**src/rtl/fpcc_pkg.sv**
```systemverilog
package fpcc_pkg;

  localparam int unsigned BYTE_W  = 8;
  localparam int unsigned CRC_W   = 32;
  localparam int unsigned CHECK_W = 32;
  localparam int unsigned MODE_W  = 2;

  localparam logic [CRC_W-1:0] CRC_INIT = 32'hFFFF_FFFF;
  localparam logic [CRC_W-1:0] CRC_POLY = 32'hEDB8_8320;

  // check_mode codes; bit 1 set selects CRC (the fourth code acts as CRC too)
  localparam logic [MODE_W-1:0] MODE_EVEN = 2'd0;
  localparam logic [MODE_W-1:0] MODE_ODD  = 2'd1;
  localparam logic [MODE_W-1:0] MODE_CRC  = 2'd2;
  localparam int unsigned MODE_CRC_BIT = 1;
  localparam int unsigned MODE_ODD_BIT = 0;

  // register index, taken from paddr[2]
  localparam logic REG_CHECK_MODE  = 1'b0;
  localparam logic REG_VERIFY_MODE = 1'b1;

  localparam int unsigned APB_AW = 3;
  localparam int unsigned APB_DW = 32;

  typedef struct packed {
    logic [MODE_W-1:0] check_mode;
    logic              verify_mode;
  } cfg_t;

  typedef struct packed {
    logic              error_found;
    logic [CHECK_W-1:0] check_bits;
  } result_t;

  // Reflected CRC-32 over one byte, LSB first: eight shift/xor steps.
  function automatic logic [CRC_W-1:0] crc_byte(input logic [CRC_W-1:0] crc_in,
                                                input logic [BYTE_W-1:0] data);
    logic [CRC_W-1:0] c;
    logic             fb;
    c = crc_in;
    for (int k = 0; k < BYTE_W; k++) begin
      fb = c[0] ^ data[k];
      c  = c >> 1;
      if (fb) begin
        c = c ^ CRC_POLY;
      end
    end
    return c;
  endfunction

endpackage

```
**src/rtl/fpcc_regs.sv**
```systemverilog
module fpcc_regs (
  input  logic                         clk,
  input  logic                         rst_n,
  input  logic                         cfg_psel,
  input  logic                         cfg_penable,
  input  logic                         cfg_pwrite,
  input  logic [fpcc_pkg::APB_AW-1:0]  cfg_paddr,
  input  logic [fpcc_pkg::APB_DW-1:0]  cfg_pwdata,
  output logic [fpcc_pkg::APB_DW-1:0]  cfg_prdata,
  output logic                         cfg_pready,
  output fpcc_pkg::cfg_t               cfg
);

  logic [fpcc_pkg::MODE_W-1:0] check_mode_r;
  logic                        verify_mode_r;
  logic                        wr_en;
  logic                        reg_sel;

  assign cfg_pready = 1'b1;
  assign wr_en      = cfg_psel & cfg_penable & cfg_pwrite & cfg_pready;
  assign reg_sel    = cfg_paddr[2];

  always_ff @(posedge clk) begin
    if (!rst_n) begin
      check_mode_r  <= fpcc_pkg::MODE_CRC;
      verify_mode_r <= 1'b0;
    end else if (wr_en) begin
      if (reg_sel == fpcc_pkg::REG_CHECK_MODE) begin
        check_mode_r <= cfg_pwdata[fpcc_pkg::MODE_W-1:0];
      end else begin
        verify_mode_r <= cfg_pwdata[0];
      end
    end
  end

  always_comb begin
    cfg_prdata = '0;
    if (reg_sel == fpcc_pkg::REG_CHECK_MODE) begin
      cfg_prdata[fpcc_pkg::MODE_W-1:0] = check_mode_r;
    end else begin
      cfg_prdata[0] = verify_mode_r;
    end
  end

  assign cfg.check_mode  = check_mode_r;
  assign cfg.verify_mode = verify_mode_r;

endmodule

```
**src/rtl/fpcc_core.sv**
```systemverilog
module fpcc_core (
  input  logic                          clk,
  input  logic                          rst_n,
  input  fpcc_pkg::cfg_t                cfg,
  input  logic                          in_valid,
  output logic                          in_ready,
  input  logic [fpcc_pkg::BYTE_W-1:0]   in_byte,
  input  logic                          in_last,
  input  logic [fpcc_pkg::CHECK_W-1:0]  in_rx,
  output logic                          res_valid,
  input  logic                          res_ready,
  output fpcc_pkg::result_t             res
);

  logic                          beat_v_r;
  logic [fpcc_pkg::BYTE_W-1:0]   byte_r;
  logic                          last_r;
  logic [fpcc_pkg::CHECK_W-1:0]  rx_r;
  logic [fpcc_pkg::CRC_W-1:0]    crc_r, crc_nxt;
  logic                          par_r, par_nxt;
  logic [fpcc_pkg::CRC_W-1:0]    crc_upd;
  logic                          par_upd;
  logic                          adv;

  // advance the held beat; a last beat also needs room for its result
  assign adv      = beat_v_r & (~last_r | res_ready);
  assign in_ready = ~beat_v_r | adv;

  assign crc_upd = fpcc_pkg::crc_byte(crc_r, byte_r);
  assign par_upd = par_r ^ (^byte_r);

  always_comb begin
    crc_nxt = crc_r;
    par_nxt = par_r;
    if (adv) begin
      crc_nxt = last_r ? fpcc_pkg::CRC_INIT : crc_upd;
      par_nxt = last_r ? 1'b0 : par_upd;
    end
  end

  always_comb begin
    res = '0;
    if (cfg.check_mode[fpcc_pkg::MODE_CRC_BIT]) begin
      res.check_bits  = ~crc_upd;
      res.error_found = cfg.verify_mode & (res.check_bits != rx_r);
    end else begin
      res.check_bits[0] = par_upd ^ cfg.check_mode[fpcc_pkg::MODE_ODD_BIT];
      res.error_found   = cfg.verify_mode & (res.check_bits[0] != rx_r[0]);
    end
  end

  assign res_valid = beat_v_r & last_r;

  always_ff @(posedge clk) begin
    if (!rst_n) begin
      beat_v_r <= 1'b0;
      crc_r    <= fpcc_pkg::CRC_INIT;
      par_r    <= 1'b0;
    end else begin
      crc_r <= crc_nxt;
      par_r <= par_nxt;
      if (in_ready) begin
        beat_v_r <= in_valid;
      end
    end
  end

  always_ff @(posedge clk) begin
    if (in_ready && in_valid) begin
      byte_r <= in_byte;
      last_r <= in_last;
      rx_r   <= in_rx;
    end
  end

  a_frame_restart: assert property (@(posedge clk) disable iff (!rst_n)
    adv && last_r |=> (crc_r == fpcc_pkg::CRC_INIT) && !par_r)
    else $error("running check state not restarted after frame end");

  a_err_only_verify: assert property (@(posedge clk) disable iff (!rst_n)
    res_valid && res.error_found |-> cfg.verify_mode)
    else $error("error flagged outside verify mode");

  a_parity_upper_zero: assert property (@(posedge clk) disable iff (!rst_n)
    res_valid && !cfg.check_mode[fpcc_pkg::MODE_CRC_BIT] |->
      (res.check_bits[fpcc_pkg::CHECK_W-1:1] == '0))
    else $error("parity result carries upper bits");

endmodule

```
**src/rtl/fpcc_out_buf.sv**
```systemverilog
module fpcc_out_buf (
  input  logic              clk,
  input  logic              rst_n,
  input  logic              push_valid,
  output logic              push_ready,
  input  fpcc_pkg::result_t push_data,
  output logic              pop_valid,
  input  logic              pop_ready,
  output fpcc_pkg::result_t pop_data
);

  logic              main_v_r, skid_v_r;
  fpcc_pkg::result_t main_d_r, skid_d_r;
  logic              pop;
  logic              push;

  assign push_ready = ~skid_v_r;
  assign push       = push_valid & push_ready;
  assign pop        = main_v_r & pop_ready;
  assign pop_valid  = main_v_r;
  assign pop_data   = main_d_r;

  always_ff @(posedge clk) begin
    if (!rst_n) begin
      main_v_r <= 1'b0;
      skid_v_r <= 1'b0;
    end else if (skid_v_r) begin
      if (pop) begin
        skid_v_r <= 1'b0;
      end
    end else if (push) begin
      if (!main_v_r || pop) begin
        main_v_r <= 1'b1;
      end else begin
        skid_v_r <= 1'b1;
      end
    end else if (pop) begin
      main_v_r <= 1'b0;
    end
  end

  always_ff @(posedge clk) begin
    if (skid_v_r) begin
      if (pop) begin
        main_d_r <= skid_d_r;
      end
    end else if (push) begin
      if (!main_v_r || pop) begin
        main_d_r <= push_data;
      end else begin
        skid_d_r <= push_data;
      end
    end
  end

  a_skid_behind_main: assert property (@(posedge clk) disable iff (!rst_n)
    skid_v_r |-> main_v_r)
    else $error("skid entry held without a head entry");

endmodule

```
**src/rtl/frame_parity_crc32_checker_unit.sv**
```systemverilog
// Channel  | Ports                          | Beat contents (low bit up)
// in       | in_tvalid/in_tready/in_tdata   | data_byte[7:0], received_check[39:8]
//          | in_tlast                       | last
// out      | out_tvalid/out_tready/out_tdata| check_bits[31:0], error_found[32], zero
// cfg      | cfg_psel..cfg_pready (APB)     | 0x0 check_mode, 0x4 verify_mode
//
// Takes one byte per cycle while in_tready is high; the CRC byte step is one unrolled XOR network.
// A frame result is formed from the held last byte and registered in the result buffer before it leaves.
// Synchronous active-low reset restores CRC all ones, parity zero, modes.
// A stalled out channel holds its beat; the two-entry result buffer holds two
// waiting results, and non-last bytes keep flowing. A frame end that finds
// the buffer full holds in_tready low until out_tready frees an entry.
module frame_parity_crc32_checker_unit (
  input  logic                         clk,
  input  logic                         rst_n,
  input  logic                         in_tvalid,
  output logic                         in_tready,
  input  logic [39:0]                  in_tdata,   // data_byte[7:0], received_check[39:8]
  input  logic                         in_tlast,
  output logic                         out_tvalid,
  input  logic                         out_tready,
  output logic [39:0]                  out_tdata,  // check_bits[31:0], error_found[32], 0
  input  logic                         cfg_psel,
  input  logic                         cfg_penable,
  input  logic                         cfg_pwrite,
  input  logic [fpcc_pkg::APB_AW-1:0]  cfg_paddr,
  input  logic [fpcc_pkg::APB_DW-1:0]  cfg_pwdata,
  output logic [fpcc_pkg::APB_DW-1:0]  cfg_prdata,
  output logic                         cfg_pready
);

  fpcc_pkg::cfg_t    cfg;
  fpcc_pkg::result_t res;
  fpcc_pkg::result_t out_res;
  logic              res_valid;
  logic              res_ready;

  // mode registers, read and written over APB, feeding the running check logic
  fpcc_regs u_regs (
    .clk         (clk),
    .rst_n       (rst_n),
    .cfg_psel    (cfg_psel),
    .cfg_penable (cfg_penable),
    .cfg_pwrite  (cfg_pwrite),
    .cfg_paddr   (cfg_paddr),
    .cfg_pwdata  (cfg_pwdata),
    .cfg_prdata  (cfg_prdata),
    .cfg_pready  (cfg_pready),
    .cfg         (cfg)
  );

  // hold each byte, fold it into CRC and parity, form the result on last
  fpcc_core u_core (
    .clk       (clk),
    .rst_n     (rst_n),
    .cfg       (cfg),
    .in_valid  (in_tvalid),
    .in_ready  (in_tready),
    .in_byte   (in_tdata[7:0]),
    .in_last   (in_tlast),
    .in_rx     (in_tdata[39:8]),
    .res_valid (res_valid),
    .res_ready (res_ready),
    .res       (res)
  );

  // register results and hold up to two of them under out_tready back-pressure
  fpcc_out_buf u_out_buf (
    .clk        (clk),
    .rst_n      (rst_n),
    .push_valid (res_valid),
    .push_ready (res_ready),
    .push_data  (res),
    .pop_valid  (out_tvalid),
    .pop_ready  (out_tready),
    .pop_data   (out_res)
  );

  assign out_tdata = {7'b0, out_res.error_found, out_res.check_bits};

endmodule
```
**config.mk**
```make
export PLATFORM = sky130hd
export DESIGN_NAME = frame_parity_crc32_checker_unit
export DESIGN_NICKNAME = d
export VERILOG_FILES = /design/src/rtl/fpcc_pkg.sv /design/src/rtl/fpcc_regs.sv /design/src/rtl/fpcc_core.sv /design/src/rtl/fpcc_out_buf.sv /design/src/rtl/frame_parity_crc32_checker_unit.sv
export SDC_FILE = /design/constraint.sdc
export NUM_CORES = 1
export LEC_CHECK = 0
export BUFFER_PORTS_ARGS = -buffer_cell sky130_fd_sc_hd__buf_2
export CAP_MARGIN = 20
export CORE_MARGIN = 2
export CORE_UTILIZATION = 59
export DETAILED_ROUTE_END_ITERATION = 8
export GPL_TIMING_DRIVEN = 0
export PLACE_DENSITY = 0.86
export SYNTH_ARGS = -nofsm -noshare
export SYNTH_HDL_FRONTEND = slang
export SYNTH_HIERARCHICAL = 1
export SYNTH_SLANG_ARGS = --single-unit
export TNS_END_PERCENT = 50
```
**constraint.sdc**
```tcl
create_clock -name clk -period 8.8 [get_ports clk]
set_input_delay 1.76 -clock clk [delete_from_list [all_inputs] [get_ports clk]]
set_output_delay 1.76 -clock clk [all_outputs]
set_load 0.005 [all_outputs]
```
# [After elaboration in Yosys (flattened, before gate mapping)]
# Cells that the tools add are included.
[op_classes] bitwise_logic=34 eq_ne=4 reduce_logical=12 muxes=26
[ops] cell="two-way mux 32 bit" n=9
[ops] cell="two-way mux 33 bit" n=4
[ops] cell="NOT 13 -> 14 bit" n=8
[ops] cell="inequality test 32 bit" n=1
[ops] cell="NOT 32 bit" n=1
[ops] cell="two-way mux 31 bit" n=1
[ops] cell="two-way mux 1 bit" n=12
[ops] cell="XOR 1 bit" n=10
[ops] cell="AND reduction 3 bit" n=3
[ops] cell="AND 1 bit" n=8
[ops] cell="parity 8 bit" n=1
[ops] cell="nonzero test 2 bit" n=3
[ops] cell="NOT 1 bit" n=5
[ops] cell="inequality test 2 bit (second input constant)" n=2
[ops] cell="AND reduction 2 bit" n=2
[ops] cell="bitwise OR 1 bit" n=2
[ops] cell="logical AND 1 bit" n=1
[ops] cell="zero test 1 bit" n=1
[ops] cell="logical OR 1 bit" n=1
[ops] cell="inequality test 1 bit" n=1
[totals] inputBits=83 elab_cells=90 out_inout_bits=75 register_bits=146

# [Longest topological paths before layout]
# Gate-level depths: netlist of the first run.
[logic_depth] ltp_word=23 ltp_mapped=8 ltp_nobuf=8

# [Hierarchy]
# The synthesis of the first run kept the hierarchy.
[modules_own_cells] module="fpcc_core" cells_each=362 seq_area_each_um2=1911.8 area_each_um2=4195.3 n_inst=1
[modules_own_cells] module="fpcc_out_buf" cells_each=117 seq_area_each_um2=2021.9 area_each_um2=2566.2 n_inst=1
[modules_own_cells] module="fpcc_regs" cells_each=49 seq_area_each_um2=60.1 area_each_um2=411.6 n_inst=1
[modules_own_cells] module="frame_parity_crc32_checker_unit" cells_each=8 seq_area_each_um2=0.0 area_each_um2=56.3 n_inst=1

# [Worst setup path before layout of the first run]
# OpenSTA, ideal clock, no wires.
[synth_path] kind="input -> register" start="input in_tvalid" end="register u_core/byte_r[0] (netlist bit) (enable)" t_arrival_ns=3.808 n_path_buf=0 cell_stages=2 setup_slack_ns=4.539 required_time_ns=8.347 setup_ns=0.453 cell_sequence="inv_1 -> a21oi_1"
[synth_via] elab_chain_len=1
[synth_lines] element="from (decl)" line="frame_parity_crc32_checker_unit.sv:16" source="input logic in_tvalid,"
[synth_lines] element="logical AND 1 bit" line="fpcc_core.sv:69" source="if (in_ready && in_valid) begin"
[synth_lines] element="to (signal assigned)" line="fpcc_core.sv:70" source="byte_r <= in_byte;"
[synth_lines] element="to (decl)" line="fpcc_core.sv:16" source="logic [fpcc_pkg::BYTE_W-1:0] byte_r;"
# Every way passes these cells.
# A chain may end at the register's enable or synchronous reset.

# [Worst setup path after layout of the first run]
[layout_path] start="input cfg_paddr[2] (netlist bit)" end="output cfg_prdata[0] (netlist bit)"
[layout_via] elab_chain_len=1
[layout_lines] element="from (decl)" line="frame_parity_crc32_checker_unit.sv:26" source="input logic [fpcc_pkg::APB_AW-1:0] cfg_paddr,"
[layout_lines] element="two-way mux 1 bit" line="fpcc_regs.sv:38" source="if (reg_sel == fpcc_pkg::REG_CHECK_MODE) begin"
[layout_lines] element="to (decl)" line="frame_parity_crc32_checker_unit.sv:28" source="output logic [fpcc_pkg::APB_DW-1:0] cfg_prdata,"
# Every way passes these cells.

==> metrics.md, run 1 <==
| Metric | Value |
|---|---|
| Root buf cell | `clkbuf_16` |
| Fin crit period | `4078 ps` |
| Post-CTS Hold Buffers | `0` |
| Setup-failing EPs final | `0` |
| Routed WL | `15560 um` |
| GR met1 Demand/Resource | `0.3110` |
| First-pass GRT wire length | `23450 um` |
| DRT iter0 DRCs | `364` |
| Gpl congestion | `0.8948` |
| Die ar. | `13150 um^2` |
| Area leader, netlist | `edfxtp_1` |
| Sequential power share | `0.381` |
| Top Usage Layer GRT | `met2` |
| Critical Path RT | `7040 ps` |
| Post-Syn Area | `7229 um^2` |
| Initial core utilization | `0.6044` |
| Final hold slack | `491.1 ps` |
| Distinct cell type count after synthesis | `48` |
| H-tree level count | `4` |
| Final Util | `0.7266` |
| Setup Skew | `20.67 ps` |
| DRC violations left | `0` |
| Number of antenna-violating nets in the routed design | `0` |
| # resized after CTS | `0` |
| Clock power frac | `0.341` |
| Drt first pass iters | `5` |
| IO Port Bufs | `87` |
| Core ar. | `11960 um^2` |
| Die W | `114.7 um` |
| Met2 Usage GRT | `0.4185` |
| Pin count of the biggest net entering global routing | `32` |
| CTS Buf Count | `17` |
| Setup crit start kind | `primary input` |
| Total power | `2.212 mW` |
| Post-synth EDFFs | `107` |
| Syn Area/Cell | `13.49 um^2` |
| CTS sink cnt | `146` |
| Nets | `763` |
| Syn-to-layout area delta | `20.21%` |
| Share of cells above drive strength 1 | `0.3146` |
| CP Capture Type | `primary output` |
| Int Pwr | `1.603 mW` |
| Post-synth top area share | `0.4444` |
| Top fanout value on the critical path | `4` |
| Skew-Pair Late Insertion Delay | `420 ps` |
| Critical Path AT | `2320 ps` |
| Max clock buf depth | `2` |
| Status | `complete, no violations` |
| Total track usage | `0.2413` |
| Hpwl dp | `10970 um` |
| Grt ovf | `0` |
| CP dominant cell by count | `buf_2` |
| Main synth FF type | `edfxtp_1` |
| RSZ-0062 raised after global routing | `false` |
| Initial antenna violation count | `1` |
| Sw power | `0.6096 mW` |
| Worst slew margin | `0.4482` |
| Post-synthesis sequential area ratio | `0.5524` |
| Max Freq | `245.2 MHz` |
| GRT met3 Usage | `0.04341` |
| Endpoints failing hold | `0` |
| Largest stage delay on the critical path | `320 ps` |
| Pwr dens | `254.6 nW/um^2` |
| Setup TNS | `0 ps` |
| Hold Crit Class | `reg2reg` |
| CTS tree | `built` |
| Vias in the first global route | `4349` |
| Die height | `114.7 um` |
| Vias | `4447` |
| Max-cap viol count | `0` |
| Cell Chain, Critical Path | `buf_2 > mux2_2 > buf_2` |
| Final period utilization | `0.4634` |
| Top-count cell post-synth | `edfxtp_1` |
| Fraction of registers with async set/reset | `0` |
| Worst vdd ir | `0.1318 mV` |
| Max-slew violation count | `0` |
| Clk slew on worst S/H paths | `60 ps` |
| Fraction of power consumed by combinational cells | `0.277` |
| Commonest cells in the netlist | `edfxtp_1 (107), xnor2_1 (69), nand2_1 (53)` |
| Cells after Synth | `536` |
| Post-synthesis register bit count | `146` |
| # Post-CTS Setup Buffers | `0` |
| Max stage delay cell, worst path | `mux2_2` |
| Wire per inst | `18.50 um` |
| Critical path type | `in2out` |
| Leak | `3.496 nW` |
| Leading cell types by total area after synthesis | `edfxtp_1 (44%), dfxtp_1 (11%), xnor2_1 (8.4%)` |
| Yosys warns | `6` |
| Vias per cell | `5.288` |
| Slew @ Worst Pin | `821.8 ps` |
| Row count | `40` |
| Io pins | `158` |
| Sw frac | `0.2756` |
==> cell families (layout without fill, tap and decap cells) <==
logic type / after synthesis / count (layout) / synth area share
mux: 39 / 39 / 0.06819
xor+xnor: 119 / 119 / 0.2002
simple gates: 122 / 122 / 0.08481
compound gates: 45 / 45 / 0.03634
other cells: 3 / 39 / 0.001558
buf+inv: 62 / 184 / 0.05642
flops: 146 / 146 / 0.5524
==> cells in the final DEF, fill, tap and decap left out, drive strengths merged, types with 21 or more instances in the layout <==
cell	Yosys	routed
clkbuf	11	29
edfxtp	107	107
xor2	24	24
dfxtp	39	39
xnor2	77	77
mux2	34	34
and2	21	21
conb	3	38
nand2	53	53
buf	45	135
==> through the flow <==
| stage | area (um^2) | instances | worst slack [ps] |
|---|---|---|---|
| after floorplan | 7361 | 571 | 4539 |
| after global routing | 8688 | 840 | 4703 |
| final | 8691 | 841 | 4722 |
| after global placement | 7980 | 805 | 3693 |
| after CTS | 8688 | 840 | 4721 |
| after detailed placement | 8070 | 808 | 4721 |
==> power by group through the flow <==
stage | Clock [mW] | Sequential [mW] | Combinational [mW]
6_report | 0.755 | 0.844 | 0.613
5_1_grt | 0.794 | 0.846 | 0.652
3_5_place_dp | 0 | 0.858 | 0.599
4_1_cts | 0.762 | 0.843 | 0.608
3_3_place_gp | 0 | 0.857 | 0.580
2_1_floorplan | 0 | 0.856 | 0.459
==> worst max-delay path: cells and delay by family <==
family                 cells  cell delay [ps]
buffers and inverters      2              230
muxes                      1              320
==> final timing paths <==
check / from / end / slack (ps) / cells after the start
setup / recovery: cfg_paddr[2] / cfg_prdata[0] / 4720 / 3
hold / removal: u_regs/verify_mode_r$_SDFFE_PN0P_ / u_regs/verify_mode_r$_SDFFE_PN0P_ / 490 / 2
setup reg to reg: u_core/byte_r[3]$_DFFE_PP_ / u_out_buf/pop_data[32]$_DFFE_PP_ / 5090 / 8
hold reg to reg: u_regs/verify_mode_r$_SDFFE_PN0P_ / u_regs/verify_mode_r$_SDFFE_PN0P_ / 490 / 2
==> flip-flops by register name, summed over array words and instances, names as in the netlist, 2 cells and up <==
| register | count |
|---|---|
| u_out_buf/pop_data | 33 |
| u_core/crc_r | 32 |
| u_core/rx_r | 32 |
| u_regs/check_mode_r | 2 |
| u_core/byte_r | 8 |
| u_out_buf/skid_d_r | 33 |
==> routing by layer <==
layer / vias up / part of all wire
met4: 0 / 0.012
li1: 2080 / -
met2: 190 / 0.52
met3: 20 / 0.060
met1: 2157 / 0.41
met5: - / 0
==> area by class of cell <==
type	instances	area, um^2
flip-flops and latches	146	3994
fillers	794	3271
multi-input cells	363	2982
repair buffers	90	503.0
clock buffers	18	429.2
plain buffers	56	385.4
clock inverters	14	188.9
well taps	147	183.9
inverters	6	22.52
diodes	1	2.502
Power figures use the tool's default switching activity.
==> run 2: changes to the inputs <==
--- a/config.mk
+++ b/config.mk
@@ -5,13 +5,14 @@
 export SDC_FILE = /design/constraint.sdc
 export NUM_CORES = 1
 export LEC_CHECK = 0
+export ABC_AREA = 1
 export BUFFER_PORTS_ARGS = -buffer_cell sky130_fd_sc_hd__buf_2
 export CAP_MARGIN = 20
 export CORE_MARGIN = 2
-export CORE_UTILIZATION = 59
+export CORE_UTILIZATION = 56
 export DETAILED_ROUTE_END_ITERATION = 8
 export GPL_TIMING_DRIVEN = 0
-export PLACE_DENSITY = 0.86
+export PLACE_DENSITY = 0.81
 export SYNTH_ARGS = -nofsm -noshare
 export SYNTH_HDL_FRONTEND = slang
 export SYNTH_HIERARCHICAL = 1
==> constraint.sdc (replaced) <==
create_clock -name clk -period 3.8 [get_ports clk]
set_input_delay 0.76 -clock clk [delete_from_list [all_inputs] [get_ports clk]]
set_output_delay 0.76 -clock clk [all_outputs]
set_load 0.005 [all_outputs]
==> metrics.md, run 2 <==
| Metric | Value |
|---|---|
| Root buf cell | `clkbuf_16` |
| First-pass GRT wire length | `30030 um` |
| Post-synthesis sequential area ratio | `0.5051` |
| CTS tree | `built` |
| Fin crit period | `2818 ps` |
| Compound-Gate Fraction of Synth Area | `0.03165` |
| Cells after Synth | `989` |
| Commonest non-fill, non-tap cell in the layout | `nand2_1` |
| Max clock buf depth | `2` |
| Pin count of the biggest net entering global routing | `34` |
| Most frequent cells in the layout | `nand2_1 (423), edfxtp_1 (107), buf_2 (87)` |
| Xor and xnor fraction of the mapped netlist area | `0.01219` |
| Max-cap viol count | `0` |
| Area leader, netlist | `edfxtp_1` |
| Gpl congestion | `0.9549` |
| Max-slew violation count | `0` |
| Total power | `4.291 mW` |
| Clk slew on worst S/H paths | `60 ps` |
| Final Util | `0.6749` |
| Main synth FF type | `edfxtp_1` |
| Top fanout value on the critical path | `8` |
| Critical Path RT | `3990 ps` |
| Share of cells above drive strength 1 | `0.2096` |
| Syn-to-layout area delta | `18.03%` |
| CTS Buf Count | `17` |
| Post-synthesis register bit count | `146` |
| # resized after CTS | `0` |
| Final hold slack | `506.0 ps` |
| Setup crit start | `u_core/byte_r[0]$_DFFE_PP_` |
| CTS sink cnt | `146` |
| Hold Crit Class | `in2reg` |
| Wire per inst | `14.48 um` |
| RSZ-0062 raised after global routing | `false` |
| Commonest cells in the netlist | `nand2_1 (423), edfxtp_1 (107), inv_1 (82)` |
| Setup Skew | `5.648 ps` |
| Vias per cell | `5.119` |
| R2r endpoint | `u_out_buf/pop_data[32]$_DFFE_PP_` |
| Cell Chain, Critical Path | `nand2_1 > nand2_2 > nand2_2 > nand2_2 > nand2_1 > nand2_1 > nand2_1 > nand2_1 > nor2_1 > nand2_1 > nor2_1 > nand2_1 > nor2_2 > nand2_1 > nor2_1 > nor2_1 > nand2_1 > nand2_1` |
| DRT iter0 DRCs | `654` |
| IO Port Bufs | `87` |
| Pwr dens | `459.8 nW/um^2` |
| Max stage delay cell, worst path | `edfxtp_1` |
| Leading cell types by total area after synthesis | `edfxtp_1 (41%), nand2_1 (20%), dfxtp_1 (9.9%)` |
| Synth Area in Simple Gates | `0.3464` |
| Top-count cell post-synth | `nand2_1` |
| Final worst setup slack | `982.0 ps` |
| Critical Path AT | `3000 ps` |
| Post-synth top area share | `0.4064` |
| Critical path type | `reg2reg` |
| Post-synth EDFFs | `107` |
| Placed Cells | `1293` |
| FF/Latch Area | `3994 um^2` |
| Critical path depth | `18` |
| Fill count | `1146` |
| Total track usage | `0.2680` |
| Die ar. | `15080 um^2` |
| Hpwl dp | `14600 um` |
| # Post-CTS Setup Buffers | `0` |
| Final Cell Area | `9331 um^2` |
| Die W | `122.8 um` |
| Die height | `122.8 um` |
| CP dominant cell by count | `nand2_1` |
| Fraction of registers with async set/reset | `0` |
| Distinct cell type count after synthesis | `30` |
| DRC violations left | `0` |
| Status | `complete, no violations` |
| Drt first pass iters | `5` |
| Endpoints failing hold | `0` |
| Final period utilization | `0.7416` |
| CP Capture Type | `flip-flop` |
| Yosys warns | `6` |
| Setup WS pre-CTS | `1079 ps` |
| Number of antenna-violating nets in the routed design | `0` |
| Setup TNS | `0 ps` |
| Post-synthesis mux area share | `0` |
| Initial core utilization | `0.5718` |
| Syn Area/Cell | `7.994 um^2` |
| Setup-failing EPs final | `0` |
| Main combinational cell family by area after synthesis | `simple AND/OR/NAND/NOR gates` |
| Nets | `1215` |
| Grt ovf | `0` |
| CP bufs+invs | `0` |
| Io pins | `158` |
| Routed WL | `19180 um` |
| Max Freq | `354.9 MHz` |
| Vias in the first global route | `5980` |
| Worst vdd ir | `0.2565 mV` |
| R2r startpoint | `u_core/byte_r[0]$_DFFE_PP_` |
| Leak | `4.716 nW` |
| Reg2reg path depth | `18` |
| Delay-heaviest family, CP | `simple AND/OR/NAND/NOR gates` |
| Vias | `6783` |
| Initial antenna violation count | `0` |
| Row count | `43` |
| Post-CTS Hold Buffers | `0` |
| Slew @ Worst Pin | `966.1 ps` |
| Post-Synth Adder-Cell Area | `0` |
| Core ar. | `13830 um^2` |
| Area of the multi-input gates | `3247 um^2` |
| H-tree level count | `4` |
| ANT cells | `0` |
| CP endpoint | `u_out_buf/pop_data[32]$_DFFE_PP_` |
| Skew-Pair Late Insertion Delay | `430 ps` |
| Worst reg2reg setup slack | `980 ps` |
| Placed inst area | `8765 um^2` |
| Largest stage delay on the critical path | `480 ps` |
| Worst slew margin | `0.3545` |
| Setup crit start kind | `flip-flop` |
| Post-Layout Cell Count | `1325` |
| Post-Syn Area | `7906 um^2` |
## run 2: logic make-up (layout without fill, tap and decap cells)
logic type / count (synthesis) / in the layout
other: 3 / 38
DFF: 146 / 146
xor gates and xnor gates: 11 / 11
and+or+nand+nor: 633 / 633
buffers and inverters: 154 / 275
AOI/OAI and AO/OA: 42 / 42
## run 2: cell type report
| cell class | instances | share of cell area |
|---|---|---|
| Buffer | 63 | 0.05001 |
| Clock buffer | 22 | 0.04867 |
| Clock inverter | 10 | 0.01207 |
| Inverter | 91 | 0.03741 |
| Multi-Input combinational cell | 724 | 0.3479 |
| Sequential cell | 146 | 0.4280 |
| Tap cell | 180 | 0.02414 |
| Timing Repair Buffer | 89 | 0.05176 |
## run 2: worst min path at each step
stage	start	endpoint	slack, ps	cells past startpoint
floorplan	u_core/crc_r[13]$_SDFFE_PN1P_	u_core/crc_r[13]$_SDFFE_PN1P_	470	2
global placement	u_core/crc_r[24]$_SDFFE_PN1P_	u_core/crc_r[24]$_SDFFE_PN1P_	490	2
detailed placement	u_core/crc_r[25]$_SDFFE_PN1P_	u_core/crc_r[25]$_SDFFE_PN1P_	500	2
CTS	in_tdata[38]	u_core/rx_r[30]$_DFFE_PP_	500	1
global route	in_tlast	u_core/last_r$_DFFE_PP_	500	1
finish	in_tdata[39]	u_core/rx_r[31]$_DFFE_PP_	510	1
## run 2: routing by layer
metal | track usage | routed length, um | up-vias
li1 | - | - | 3371
met1 | 0.3459 | 7815 | 3043
met2 | 0.4430 | 9175 | 317
met3 | 0.05623 | 1662 | 52
met4 | 0.1027 | 529 | 0
met5 | 0 | 0 | -
## run 2: where the power goes
group	total (mW)	internal [mW]	switching (mW)
Sequential	1.85	1.81	0.0408
Clock	1.61	0.980	0.630
Combinational	0.832	0.280	0.552
